File: src/rfm_pkg.sv
// Shared types and constants for the reciprocal frequency meter.
// Holds the register map, reset values and the structs passed between modules.
// No dependencies.
`default_nettype none

package rfm_pkg;

  localparam int TIMER_BITS_DEF = 16;

  localparam int CFG_IDX_W  = 2;
  localparam int CFG_DATA_W = 32;

  localparam logic [CFG_IDX_W-1:0] REG_ZERO_TIMEOUT   = 2'd0;
  localparam logic [CFG_IDX_W-1:0] REG_NOW_TIMEOUT    = 2'd1;
  localparam logic [CFG_IDX_W-1:0] REG_DEBOUNCE_TICKS = 2'd2;

  localparam logic [31:0] ZERO_TIMEOUT_RST   = 32'd1872000;
  localparam logic [31:0] NOW_TIMEOUT_RST    = 32'd374400;
  localparam logic [15:0] DEBOUNCE_TICKS_RST = 16'd180;

  typedef struct packed {
    logic [31:0] zero_timeout;
    logic [31:0] now_timeout;
    logic [15:0] debounce_ticks;
  } cfg_t;

  typedef struct packed {
    logic        overflow_event;
    logic        capture_event;
    logic [15:0] counter_value;
    logic [15:0] capture_value;
  } item_t;

  typedef struct packed {
    logic [31:0] period_ticks;
    logic [15:0] pulses;
    logic        closed_by_timeout;
  } result_t;

endpackage

`default_nettype wire

File: src/reciprocal_frequency_meter_top.sv
// Top level of the reciprocal frequency meter: input register, event update, result register.
// Depends on rfm_pkg, rfm_cfg_regs and rfm_core.
//
// Usage:
//   s_* channel carries one timer event per request: s_tuser holds the overflow
//   and capture flags, s_tdata the free-running counter value and the captured
//   edge time. m_* channel carries one closed measurement per request: window
//   length in ticks, debounced pulse count, and whether the overflow timeout
//   closed it. Most events produce no result.
//   An accepted request is held in the input register; the event update then
//   runs combinationally into the result register, so a result shows on m_*
//   once it has passed both registers. One request is taken every cycle
//   while the receiver does not stall.
//   When the receiver stalls, the result register holds and the input register
//   fills; s_tready drops once both are occupied, and rises again as soon as
//   the result is taken.
//   Reset (rst, synchronous) clears the measurement state, empties both
//   registers and restores the configuration defaults. Write cfg_* only while
//   the block is idle.
`default_nettype none

module reciprocal_frequency_meter_top #(
  parameter int TIMER_BITS = rfm_pkg::TIMER_BITS_DEF
) (
  input  wire                             clk,
  input  wire                             rst,
  // s_tdata: counter_value[15:0], capture_value[31:16]
  input  wire  [31:0]                     s_tdata,
  // s_tuser: overflow_event[0], capture_event[1]
  input  wire  [1:0]                      s_tuser,
  input  wire                             s_tvalid,
  output logic                            s_tready,
  // m_tdata: period_ticks[31:0], pulses[47:32]
  output logic [47:0]                     m_tdata,
  // m_tuser: closed_by_timeout[0]
  output logic [0:0]                      m_tuser,
  output logic                            m_tvalid,
  input  wire                             m_tready,
  input  wire                             cfg_we,
  input  wire  [rfm_pkg::CFG_IDX_W-1:0]   cfg_index,
  input  wire  [rfm_pkg::CFG_DATA_W-1:0]  cfg_wdata
);
  import rfm_pkg::*;

  cfg_t    cfg;
  item_t   in_item;
  logic    in_valid;
  logic    advance;
  logic    res_valid;
  result_t res;

  rfm_cfg_regs u_cfg (
    .clk       (clk),
    .rst       (rst),
    .cfg_we    (cfg_we),
    .cfg_index (cfg_index),
    .cfg_wdata (cfg_wdata),
    .cfg       (cfg)
  );

  assign advance  = in_valid && (!m_tvalid || m_tready);
  assign s_tready = !in_valid || advance;

  always_ff @(posedge clk) begin
    if (rst) begin
      in_valid <= 1'b0;
    end else if (s_tready) begin
      in_valid <= s_tvalid;
    end
  end

  always_ff @(posedge clk) begin
    if (s_tvalid && s_tready) begin
      in_item.overflow_event <= s_tuser[0];
      in_item.capture_event  <= s_tuser[1];
      in_item.counter_value  <= s_tdata[15:0];
      in_item.capture_value  <= s_tdata[31:16];
    end
  end

  rfm_core #(
    .TIMER_BITS (TIMER_BITS)
  ) u_core (
    .clk       (clk),
    .rst       (rst),
    .step      (advance),
    .item      (in_item),
    .cfg       (cfg),
    .res_valid (res_valid),
    .res       (res)
  );

  always_ff @(posedge clk) begin
    if (rst) begin
      m_tvalid <= 1'b0;
    end else if (advance) begin
      m_tvalid <= res_valid;
    end else if (m_tready) begin
      m_tvalid <= 1'b0;
    end
  end

  always_ff @(posedge clk) begin
    if (advance && res_valid) begin
      m_tdata <= {res.pulses, res.period_ticks};
      m_tuser <= res.closed_by_timeout;
    end
  end

endmodule

`default_nettype wire

File: src/rfm_cfg_regs.sv
// Configuration register file of the reciprocal frequency meter.
// Depends on rfm_pkg for the register map and reset values.
`default_nettype none

module rfm_cfg_regs (
  input  wire                             clk,
  input  wire                             rst,
  input  wire                             cfg_we,
  input  wire  [rfm_pkg::CFG_IDX_W-1:0]   cfg_index,
  input  wire  [rfm_pkg::CFG_DATA_W-1:0]  cfg_wdata,
  output rfm_pkg::cfg_t                   cfg
);
  import rfm_pkg::*;

  always_ff @(posedge clk) begin
    if (rst) begin
      cfg.zero_timeout   <= ZERO_TIMEOUT_RST;
      cfg.now_timeout    <= NOW_TIMEOUT_RST;
      cfg.debounce_ticks <= DEBOUNCE_TICKS_RST;
    end else if (cfg_we) begin
      unique case (cfg_index)
        REG_ZERO_TIMEOUT:   cfg.zero_timeout   <= cfg_wdata;
        REG_NOW_TIMEOUT:    cfg.now_timeout    <= cfg_wdata;
        REG_DEBOUNCE_TICKS: cfg.debounce_ticks <= cfg_wdata[15:0];
        default: ;
      endcase
    end
  end

endmodule

`default_nettype wire

File: src/rfm_core.sv
// Measurement state and combinational event update of the frequency meter.
// Depends on rfm_pkg for the item, result and configuration structs.
`default_nettype none

module rfm_core #(
  parameter int TIMER_BITS = rfm_pkg::TIMER_BITS_DEF
) (
  input  wire                clk,
  input  wire                rst,
  input  wire                step,
  input  wire rfm_pkg::item_t item,
  input  wire rfm_pkg::cfg_t  cfg,
  output logic               res_valid,
  output rfm_pkg::result_t   res
);
  import rfm_pkg::*;

  localparam int VAL_W = (TIMER_BITS < 16) ? TIMER_BITS : 16;
  localparam int CMP_W = (TIMER_BITS > 16) ? TIMER_BITS : 16;

  logic [15:0]      overflow_count;
  logic [31:0]      window_start;
  logic [15:0]      pulse_count;
  logic [VAL_W-1:0] last_capture;
  logic             armed;

  logic [15:0]      overflow_count_next;
  logic [31:0]      window_start_next;
  logic [15:0]      pulse_count_next;
  logic [VAL_W-1:0] last_capture_next;
  logic             armed_next;

  logic [VAL_W-1:0]      cnt_m;
  logic [VAL_W-1:0]      cap_m;
  logic [15:0]           oc_inc;
  logic [31:0]           now_ovf;
  logic [31:0]           age;
  logic                  close_ovf;
  logic                  arm_ovf;
  logic                  armed_mid;
  logic [31:0]           ws_mid;
  logic [15:0]           pc_mid;
  logic [15:0]           oc_mid;
  logic [TIMER_BITS-1:0] gap;
  logic                  counted;
  logic [15:0]           pc_cap;
  logic                  close_cap;
  logic [31:0]           now_cap;

  // Time base: overflow count above the timer bits, mod 2^32.
  function automatic logic [31:0] ext_time(input logic [15:0] oc, input logic [VAL_W-1:0] v);
    logic [47:0] t;
    t = (48'(oc) << TIMER_BITS) + 48'(v);
    return t[31:0];
  endfunction

  always_comb begin
    cnt_m  = item.counter_value[VAL_W-1:0];
    cap_m  = item.capture_value[VAL_W-1:0];

    // Overflow part runs first.
    oc_inc    = overflow_count + 16'd1;
    now_ovf   = ext_time(oc_inc, cnt_m);
    age       = now_ovf - window_start;
    close_ovf = item.overflow_event && (age > cfg.zero_timeout);
    arm_ovf   = item.overflow_event && !close_ovf && (age > cfg.now_timeout)
                && (pulse_count != 16'd0);

    armed_mid = item.overflow_event ? arm_ovf : armed;
    ws_mid    = close_ovf ? now_ovf : window_start;
    pc_mid    = close_ovf ? 16'd0 : pulse_count;
    oc_mid    = item.overflow_event ? oc_inc : overflow_count;

    // Capture part: debounce on the wrapped gap.
    gap       = TIMER_BITS'(cap_m) - TIMER_BITS'(last_capture);
    counted   = item.capture_event && (CMP_W'(gap) > CMP_W'(cfg.debounce_ticks));
    pc_cap    = counted ? pc_mid + 16'd1 : pc_mid;
    close_cap = counted && armed_mid;
    now_cap   = ext_time(oc_mid, cap_m);

    overflow_count_next = oc_mid;
    armed_next          = close_cap ? 1'b0 : armed_mid;
    window_start_next   = close_cap ? now_cap : ws_mid;
    pulse_count_next    = close_cap ? 16'd0 : pc_cap;
    last_capture_next   = item.capture_event ? cap_m : last_capture;

    res_valid = close_ovf || close_cap;
    if (close_ovf) begin
      res.period_ticks      = age;
      res.pulses            = pulse_count;
      res.closed_by_timeout = 1'b1;
    end else begin
      res.period_ticks      = now_cap - ws_mid;
      res.pulses            = pc_cap;
      res.closed_by_timeout = 1'b0;
    end
  end

  always_ff @(posedge clk) begin
    if (rst) begin
      overflow_count <= '0;
      window_start   <= '0;
      pulse_count    <= '0;
      last_capture   <= '0;
      armed          <= 1'b0;
    end else if (step) begin
      overflow_count <= overflow_count_next;
      window_start   <= window_start_next;
      pulse_count    <= pulse_count_next;
      last_capture   <= last_capture_next;
      armed          <= armed_next;
    end
  end

endmodule

`default_nettype wire

File: config.mk
export PLATFORM = sky130hd
export DESIGN_NAME = reciprocal_frequency_meter_top
export DESIGN_NICKNAME = d
export VERILOG_FILES = /design/src/rfm_pkg.sv /design/src/reciprocal_frequency_meter_top.sv /design/src/rfm_cfg_regs.sv /design/src/rfm_core.sv
export SDC_FILE = /design/constraint.sdc
export NUM_CORES = 1
export LEC_CHECK = 0
export BUFFER_PORTS_ARGS = -buffer_cell sky130_fd_sc_hd__buf_4
export CAP_MARGIN = 0
export CELL_PAD_IN_SITES_DETAIL_PLACEMENT = 1
export CELL_PAD_IN_SITES_GLOBAL_PLACEMENT = 2
export CORE_MARGIN = 8
export CORE_UTILIZATION = 37
export CTS_CLUSTER_DIAMETER = 200
export CTS_CLUSTER_SIZE = 12
export DETAILED_ROUTE_END_ITERATION = 10
export PLACE_DENSITY_LB_ADDON = 0.05
export SLEW_MARGIN = 20
export SYNTH_ARGS = -nofsm -noshare
export SYNTH_HDL_FRONTEND = slang
export SYNTH_SLANG_ARGS = --single-unit
File: constraint.sdc
create_clock -name clk -period 11.3 [get_ports clk]
set_input_delay 1.13 -clock clk [delete_from_list [all_inputs] [get_ports clk]]
set_output_delay 1.13 -clock clk [all_outputs]
set_load 0.02 [all_outputs]
### After elaboration in Yosys (flattened, before gate mapping)

Cells that the tools add are included.

| cells by class | value |
|---|---|
| $add $sub $neg | 7 |
| $lt $le $gt $ge | 3 |
| eq/ne operators | 2 |
| mux-type cells | 11 |
| reductions and logical operators | 22 |

Operators by type and width:

| cell | count |
|---|---|
| $add 32x16->32 | 2 |
| $gt 32x32->1 | 2 |
| $mux 16 | 4 |
| $mux 32 | 2 |
| $sub 32x32->32 | 2 |
| $mux 49 | 1 |
| $add 16x1->16 const B | 2 |
| $gt 16x16->1 | 1 |
| $reduce_bool 16->1 | 1 |
| $sub 16x16->16 | 1 |
| $logic_and 1x1->1 | 9 |
| $reduce_and 2->1 | 4 |
| $mux 1 | 4 |
| $logic_not 1->1 | 3 |
| $logic_or 1x1->1 | 3 |
| $eq 2x1->1 const B | 1 |
| $eq 2x2->1 const B | 1 |
| $logic_not 2->1 | 1 |
| $reduce_bool 2->1 | 1 |

| word-level totals | value |
|---|---|
| flip-flop bits (word level) | 246 |
| bits of input ports | 73 |
| word-level logic and storage cells | 61 |

### Depth between registers and ports, before layout

Gate-level depths: netlist of run 1.

| logic depth | value |
|---|---|
| depth in word-level cells | 13 |
| depth in mapped cells | 43 |
| depth with buffers taken out | 41 |

### Hierarchy

From an unflattened synthesis of run 1, not the netlist that was laid out.

| second synthesis, totals | value |
|---|---|
| cells, all modules | 1906 |
| area total of the unflattened synthesis | 16430.8 um^2 |

Modules (own cells, without submodules):

| module | instances | cells each | area an instance (um^2) |
|---|---|---|---|
| rfm_core | 1 | 1500 | 10533.9 |
| rfm_cfg_regs | 1 | 312 | 3301.9 |
| reciprocal_frequency_meter_top | 1 | 94 | 2595.0 |

### Worst setup path before layout of run 1

Ideal clock, no wire load.

| timing | value |
|---|---|
| kind | reg2reg |
| start point | register u_core.overflow_count[0] |
| end point | register m_tdata[29] (data pin) |
| setup time | 261 ps |
| data arrival time | 8683 ps |
| setup slack | 2356 ps |
| cell stages (with the launch flop) | 42 |
| buffers on the path | 6 |
| period minus slack after synthesis | 8944 ps |
| path through | dfxtp_1 -> clkbuf_1 -> nand3_1 -> nor2_1 -> and3_1 -> and3_1 -> clkbuf_1 -> and3_1 -> clkbuf_1 -> xor2_1 -> ha_1 -> o21a_1 -> o21ai_0 -> a221oi_1 -> o21a_1 -> nor2_1 -> xnor2_1 -> ha_1 -> [6 not listed] -> buf_2 -> buf_1 -> buf_1 -> a21oi_1 -> ha_1 -> or2_2 -> o31a_1 -> o31a_1 -> a311o_1 -> a31oi_1 -> nor2_1 -> a32o_1 -> o31a_1 -> a211o_1 -> a311o_1 -> a21o_1 -> a211oi_1 -> o21ai_1 |

RTL lines:

| what | RTL line | RTL |
|---|---|---|
| start, declared | rfm_core.sv:21 | `logic [15:0] overflow_count;` |
| start signal, assigned | rfm_core.sv:107 | `overflow_count <= overflow_count_next;` |
| end signal, assigned | reciprocal_frequency_meter_top.sv:105 | `m_tdata <= {res.pulses, res.period_ticks};` |
| end, declared | reciprocal_frequency_meter_top.sv:34 | `output logic [47:0] m_tdata,` |

==> flow_summary.toml, run 1 <==
[sta]
rsz0062_at_grt = "false"
fin_skew_ps = 18.7
period_share_pct = 89.9
whs_ps = 450
slew_headroom_pct = 34.4
period_minus_slack_ps = 10160
setup_viol = 0
hold_violations = 0
fmax_mhz = 98.4
setup_tns_ps = 0
worstMarginPinSlew_ps = 982
slew_viol_final = 0
timing.final.ws_setup_ps = 1140

[cts]
clkLatencyLatePin_ps = 550
postCtsHoldBufs = 0
cts_tree = "done"
postCtsSetupRepairBufs = 0
clk_path_buf_depth = 3
clock_sinks = 246
htreeDepth = 1
cts_root_buf = "clkbuf_16"
clk_pin_slew_ps = 70
cts.repair.resized = 0
numCtsBuffers = 24

[power_and_ir_drop]
ir_worst_vdd_v = 0.000108
p_leak_nw = 7.19
powerDensity_nw_per_um2 = 143
total_power_mw = 2.56

[detailed_routing]
antenna_left = 0
drtPass1Iterations = 4
drt-total-wl_mm = 51.3
drtIter0Drc = 600
via_per_inst = 5.36
drcViolationCount = 0
vias = 13753
post_drt_wl_per_cell_um = 20.0

[worst_setup_path]
worstSetupStartpoint = "in_item[16]"
crit_type = "register to register"
path_delay_family = "compound AO/OA/AOI/OAI gates"
crit_slowest_cell = "or4_1"
rr_startpoint = "in_item[16]"
critPathMaxStageDelay_ps = 600
cp-start-kind = "register"
critPathBufInv = 5
endpoint_kind = "register"
worstPathMaxFanout = 44
critPathArrivalTime_ps = 10460
worstPathRequired_ps = 11600

[grt]
first_global_vias = 14218
grt_pass1_wl_mm = 79.9
overflow = 0
grt_usage_pct = 20.1
grt_max_degree = 64
antenna_found_initial = 0

[placed_design]
dp_slack_ps = 1220
placed_area_um2 = 17200
gp_congestion = 0.862
place_inst = 2519
place_hpwl_mm = 39.8
portBuffers = 123

[floorplan]
fp-row-count = 75
fp.coreArea_um2 = 42000
die_area_um2 = 49600
die_w_um = 223
ioPinCount = 124
initial_utilization_pct = 37.6
die_height_um = 223

[cells_and_area]
area_growth_pct = 13.6
nets = 2233
instances_no_fill = 2564
fin_util_pct = 42.7
stdcell_area_um2 = 18000
drive_gt1_share_pct = 9.58

[synthesis]
synth_seq_cells = 246
synth_cells = 1926
yosysSeqAreaShare_pct = 36.4
ys_types = 75
async_flop_share_pct = 0
yosysWarnings = 0
synthFlopType = "dfxtp_1"
synth_area_um2 = 15800
syn_avg_cell_area_um2 = 8.21
synth_edf_count = 83
synth_nets = 2152

[worst_hold_path]
hold_path.class = "register to register"
min_from = "u_core.window_start[5]"

[run_status]
outcome = "finished clean"

[flow_run]
cap_violations = 0
layout by cell type (no fill, tap or decap), types with 4 or more instances in the layout:
cell type / instances
nor4_1: 10
nand2b_1: 22
a21boi_0: 7
o31ai_1: 4
o21a_1: 15
a21oi_1: 205
xnor2_1: 73
a211o_1: 22
o31a_1: 5
maj3_1: 4
o21bai_1: 7
and2_1: 4
o21ai_1: 4
or3_1: 7
o211ai_1: 20
a21o_1: 46
ha_1: 150
or2_2: 6
clkbuf_16: 25
o22ai_1: 4
nor3_1: 27
xor2_1: 57
clkbuf_1: 17
dfxtp_1: 163
a211oi_1: 11
mux2_2: 5
nand4_1: 30
o21ai_0: 93
edfxtp_1: 83
nor2b_1: 16
buf_4: 139
a311oi_1: 9
nand2_1: 329
nand3_1: 22
a31oi_1: 11
inv_1: 157
nor2_1: 131
and3_1: 22
state kept, by name (all words and copies together) (netlist names), 16 cells and up:
| signal | flops |
|---|---|
| u_core.overflow_count | 16 |
| in_item | 34 |
| u_core.pulse_count | 16 |
| m_tdata | 48 |
| u_cfg.cfg | 80 |
| u_core.last_capture | 16 |
| u_core.window_start | 32 |
Yosys cell counts, drive strengths merged, types with 8 or more instances:
cell / n / area (µm²)
o21ai: 97 / 485
dfxtp: 163 / 3260
xor2: 57 / 499
edfxtp: 83 / 2490
clkbuf: 75 / 282
nand4: 30 / 188
a211oi: 11 / 82.6
nand3: 22 / 110
a21boi: 8 / 60.1
nor3: 29 / 155
a21o: 46 / 345
a211o: 22 / 193
o211ai: 20 / 150
a21oi: 205 / 1030
nor2: 133 / 507
and3: 22 / 138
nor2b: 17 / 106
ha: 150 / 1880
xnor2: 73 / 639
nor4: 10 / 62.6
nand2: 329 / 1230
inv: 158 / 593
buf: 10 / 38.8
a31oi: 12 / 90.1
o21a: 15 / 113
nand2b: 22 / 138
a311oi: 10 / 93.8
per-layer routing:
layer / global-route usage, % / routed length, µm
met4: 5.16 / 1070
met2: 38.1 / 26700
met3: 2.02 / 1160
met1: 23.9 / 22400
met5: 0 / 0
path summary, 6_finish.rpt:
check	to	slack (ps)	depth (start not counted)
hold / removal	u_core.window_start[5]	450	2
setup / recovery	m_tdata[29]	1140	41
hold reg to reg	u_core.window_start[5]	450	2
setup reg to reg	m_tdata[29]	1140	41
power breakdown:
part / internal, mW / total [mW] / switching [mW]
Clock: 0.412 / 0.769 / 0.358
Combinational: 0.312 / 0.795 / 0.483
Sequential: 0.971 / 0.998 / 0.0273
Total: 1.70 / 2.56 / 0.867
kinds of logic (layout without fill, tap and decap cells):
kind of cell	count (synthesis)	count (layout)	synth area share, %
other cells	0	1	0
fa+ha+maj	158	158	12.6
mux	8	8	0.546
buf+inv	244	342	5.80
flops	246	246	36.4
xor+xnor	130	130	7.20
compound gates	494	494	19.3
simple gates	646	646	18.1
worst min-delay path: cells and delay by family, from the launching register on:
family,cells,cell delay [ps]
simple gates,1,50
compound gates,1,50
flops,1,310
cell type report:
cell class              count  area (µm²)
fillers                  5089       24100
multi-input cells        1436        9160
flip-flops and latches    246        5760
repair buffers            140        1070
clock buffers              42         689
well taps                 539         674
inverters                 159         597
clock inverters             1        8.76
diodes                      1        2.50
Power figures use the tool's default switching activity.
==> run 2, diff against run 1 <==
--- a/config.mk
+++ b/config.mk
@@ -5,12 +5,12 @@
 export SDC_FILE = /design/constraint.sdc
 export NUM_CORES = 1
 export LEC_CHECK = 0
-export BUFFER_PORTS_ARGS = -buffer_cell sky130_fd_sc_hd__buf_4
+export BUFFER_PORTS_ARGS = -buffer_cell sky130_fd_sc_hd__buf_2
 export CAP_MARGIN = 0
 export CELL_PAD_IN_SITES_DETAIL_PLACEMENT = 1
 export CELL_PAD_IN_SITES_GLOBAL_PLACEMENT = 2
 export CORE_MARGIN = 8
-export CORE_UTILIZATION = 37
+export CORE_UTILIZATION = 30
 export CTS_CLUSTER_DIAMETER = 200
 export CTS_CLUSTER_SIZE = 12
 export DETAILED_ROUTE_END_ITERATION = 10
==> run 2 against run 1 <==
  * Sequential power hardly changed
  * Setup slack worse by 39 ps
  * Wire length is 6.1% higher
  * Core utilization decreased by 8.7 points
  * Register-to-register slack got worse by 40 ps
  * Global-route usage fell by 2.4 points
  * First-iteration DRC count is 17% lower
  * Highest routed layer unchanged
==> flow_summary.toml, run 2 (synthesis gave the netlist of run 1 again) <==
[floorplan]
die_area_um2 = 60300
die_w_um = 246
ioPinCount = 124
fp.coreArea_um2 = 52300
fp-row-count = 84
initial_utilization_pct = 30.2
die_height_um = 246

[cts]
clk_pin_slew_ps = 70
postCtsHoldBufs = 0
clock_sinks = 246
cts.repair.resized = 0
clkLatencyLatePin_ps = 560
cts_root_buf = "clkbuf_16"
cts_tree = "done"
numCtsBuffers = 24
clk_path_buf_depth = 3
postCtsSetupRepairBufs = 0
htreeDepth = 1

[placed_design]
gp_congestion = 0.785
portBuffers = 123
place_hpwl_mm = 42.1
place_inst = 2669

[sta]
worstMarginPinSlew_ps = 992
setup_viol = 0
period_minus_slack_ps = 10200
setup_tns_ps = 0
fin_skew_ps = 15.5
slew_headroom_pct = 33.7
hold_violations = 0
whs_ps = 453
fmax_mhz = 98.0
rsz0062_at_grt = "false"
slew_viol_final = 0
period_share_pct = 90.3

[detailed_routing]
vias = 13628
post_drt_wl_per_cell_um = 20.1
drcViolationCount = 0
antenna_left = 0
drtIter0Drc = 496
via_per_inst = 5.03
drt-total-wl_mm = 54.4
drtPass1Iterations = 4

[power_and_ir_drop]
ir_worst_vdd_v = 0.000100
p_leak_nw = 7.06
total_power_mw = 2.55
powerDensity_nw_per_um2 = 143

[grt]
overflow = 0
grt_usage_pct = 17.7
first_global_vias = 14355
antenna_found_initial = 0
grt_pass1_wl_mm = 83.9
grt_max_degree = 75

[cells_and_area]
layout.cells.most_common = "nand2_1"
instances_no_fill = 2709
layout_common_cells = "nand2_1 (328), a21oi_1 (205), dfxtp_1 (163)"
nets = 2233
top_register = "u_cfg.cfg"
reg.largest.list = "u_cfg.cfg: 80 flops, m_tdata: 48 flops, in_item: 34 flops"
n_antenna_cell = 0
drive_gt1_share_pct = 9.70
area_growth_pct = 12.6
largest_reg_flops = 80

[worst_setup_path]
critPathArrivalTime_ps = 10510
critPathMaxStageDelay_ps = 610
cp-start-kind = "register"
timing.critical_path.mode_cell = "a21oi_1"
worstPathMaxFanout = 33
crit_type = "register to register"
crit_slowest_cell = "or4_1"
worstPathRequired_ps = 11610
endpoint_kind = "register"

[flow_run]
cap_violations = 0

[worst_hold_path]
hold_path.class = "register to register"

[run_status]
outcome = "finished clean"
run 2: worst max-delay path: cells and delay by family, from the launching register on:
family                   cells  cell delay [ps]
AO/OA/AOI/OAI               26             6420
XOR/XNOR                     1              190
adder cells (fa/ha/maj)      4             1050
flip-flops                   1              320
buffers and inverters        3              340
AND/OR/NAND/NOR              5             1600
run 2: path summary, 6_finish.rpt:
| check | from | end | slack [ps] | depth (start not counted) |
|---|---|---|---|---|
| worst max-delay path | in_item[16] | m_tdata[29] | 1100 | 39 |
| worst min-delay path | u_core.window_start[7] | u_core.window_start[7] | 450 | 2 |
| worst max register to register | in_item[16] | m_tdata[29] | 1100 | 39 |
| worst min register to register | u_core.window_start[7] | u_core.window_start[7] | 450 | 2 |
run 2: power breakdown:
| group | internal [mW] | switching [mW] | total, mW |
|---|---|---|---|
| Clock | 0.396 | 0.375 | 0.771 |
| Sequential | 0.971 | 0.0284 | 0.999 |
| Combinational | 0.299 | 0.484 | 0.783 |
run 2: through the flow:
stage	utilization [%]	setup slack, ps	area [µm²]
2_1_floorplan	-	2360	15800
3_3_place_gp	32.7	1190	17100
3_5_place_dp	32.7	1030	17100
4_1_cts	34.0	951	17800
5_1_grt	34.0	154	17800
6_report	34.0	1100	17800
run 2: routing by layer:
| metal | vias to the layer above | GRT usage, % | share of wire (%) |
|---|---|---|---|
| met5 | - | 0 | 0 |
| met4 | 0 | 4.49 | 2.6 |
| met3 | 56 | 2.32 | 3.1 |
| met2 | 160 | 32.8 | 51 |
| met1 | 6594 | 21.4 | 43 |
| li1 | 6818 | - | - |
run 2: final cells by class:
cell class                      instances  area, µm²
Timing Repair Buffer                  140        746
Clock buffer                           38        653
Tap cell                              688        861
Multi-Input combinational cell       1436       9170
Sequential cell                       246       5760
Fill cell                            6264      34500
Clock inverter                          2       25.0
Inverter                              159        599
==> run 3, diff against run 2 <==
--- a/config.mk
+++ b/config.mk
@@ -10,8 +10,7 @@
 export CELL_PAD_IN_SITES_DETAIL_PLACEMENT = 1
 export CELL_PAD_IN_SITES_GLOBAL_PLACEMENT = 2
 export CORE_MARGIN = 8
-export CORE_UTILIZATION = 30
-export CTS_CLUSTER_DIAMETER = 200
+export CORE_UTILIZATION = 37
 export CTS_CLUSTER_SIZE = 12
 export DETAILED_ROUTE_END_ITERATION = 10
 export PLACE_DENSITY_LB_ADDON = 0.05
==> run 3 against run 2 <==
  * Clock-buffer cell count rose by 4
  * Wire length fell by 4.7%
  * Global-route usage rose by 2.9 points
  * Clock skew rose by 7.6 ps
==> flow_summary.toml, run 3 (synthesis gave the netlist of run 1 again) <==
[cts]
cts_root_buf = "clkbuf_16"
cts.repair.resized = 0
postCtsSetupRepairBufs = 0
clock_sinks = 246
clk_path_buf_depth = 3
clkLatencyLatePin_ps = 600
clk_pin_slew_ps = 60
cts_tree = "done"
numCtsBuffers = 31
htreeDepth = 1
postCtsHoldBufs = 0

[power_and_ir_drop]
total_power_mw = 2.80
ir_worst_vdd_v = 0.000107
p_leak_nw = 7.26
powerDensity_nw_per_um2 = 156

[cells_and_area]
top_register = "u_cfg.cfg"
nets = 2239
layout.cells.most_common = "nand2_1"
drive_gt1_share_pct = 10.5
area_growth_pct = 13.9
layout_common_cells = "nand2_1 (328), a21oi_1 (205), dfxtp_1 (163)"
n_antenna_cell = 0
reg.largest.list = "u_cfg.cfg: 80 flops, m_tdata: 48 flops, in_item: 34 flops"
largest_reg_flops = 80

[sta]
period_minus_slack_ps = 10210
slew_viol_final = 0
period_share_pct = 90.4
rsz0062_at_grt = "false"
fmax_mhz = 97.9
fin_skew_ps = 23.1
timing.final.ws_setup_ps = 1090
slew_headroom_pct = 28.9
setup_tns_ps = 0
worstMarginPinSlew_ps = 1060
setup_viol = 0
whs_ps = 454
hold_violations = 0

[grt]
antenna_found_initial = 0
grt_pass1_wl_mm = 81.8
grt_usage_pct = 20.7
grt_max_degree = 75
first_global_vias = 14434
overflow = 0

[detailed_routing]
drcViolationCount = 0
antenna_left = 0
drtIter0Drc = 440
vias = 13716
post_drt_wl_per_cell_um = 20.1
drtPass1Iterations = 5
via_per_inst = 5.32
drt-total-wl_mm = 51.9

[worst_setup_path]
cp-start-kind = "register"
endpoint_kind = "register"
crit_type = "register to register"
timing.critical_path.mode_cell = "a21oi_1"
critPathArrivalTime_ps = 10550
worstPathRequired_ps = 11630
worstPathMaxFanout = 33
crit_slowest_cell = "a311oi_2"
critPathMaxStageDelay_ps = 900

[placed_design]
gp_congestion = 0.877
place_hpwl_mm = 39.9
portBuffers = 123
dp_slack_ps = 1170

[run_status]
outcome = "finished clean"

[floorplan]
die_area_um2 = 49600
ioPinCount = 124
die_w_um = 223
fp.coreArea_um2 = 42000
die_height_um = 223
initial_utilization_pct = 37.6
fp-row-count = 75

[flow_run]
cap_violations = 0

[worst_hold_path]
hold_path.class = "register to register"
==> run 3: stage by stage <==
step                      area, µm²  std cells  utilization, %
final                         18000       2577            42.8
after floorplan               15800       1926               -
after global routing          18000       2577            42.8
after CTS                     18000       2576            42.8
after global placement        16900       2517            40.2
after detailed placement      16900       2518            40.3
==> run 3: path summary, 6_finish.rpt <==
kind	from	to	slack, ps	cells past startpoint
min reg2reg	u_core.last_capture[7]	u_core.last_capture[7]	450	2
max reg2reg	in_item[16]	m_tdata[29]	1090	40
max	in_item[16]	m_tdata[29]	1090	40
min	u_core.last_capture[7]	u_core.last_capture[7]	450	2
==> run 3: area by class of cell <==
cell class	count	area, µm²
Fill cell	5049	24000
Timing Repair Buffer	139	762
Sequential cell	246	5760
Clock buffer	42	901
Clock inverter	16	150
Multi-Input combinational cell	1436	9160
Tap cell	539	674
Inverter	159	597
==> run 3: critical path, delay by kind of cell, from the launching register on <==
family | cells | cell delay, ps
AOI/OAI and AO/OA | 26 | 7010
adders and majority gates | 4 | 920
and+or+nand+nor | 6 | 810
buffers and inverters | 3 | 530
xor gates and xnor gates | 1 | 330
DFF | 1 | 320
==> run 3: report_power, final <==
group | switching (mW) | total [mW] | internal (mW) | leakage (nW)
Clock | 0.416 | 1.02 | 0.606 | 0.518
Sequential | 0.0263 | 0.998 | 0.972 | 2.09
Combinational | 0.484 | 0.783 | 0.299 | 4.65
Total | 0.927 | 2.80 | 1.88 | 7.26
==> run 3: metal layers <==
layer / GRT usage [%] / part of all wire [%]
met2: 38.6 / 51
met4: 5.95 / 3.1
met3: 2.87 / 2.7
met5: 0 / 0
met1: 24.3 / 43
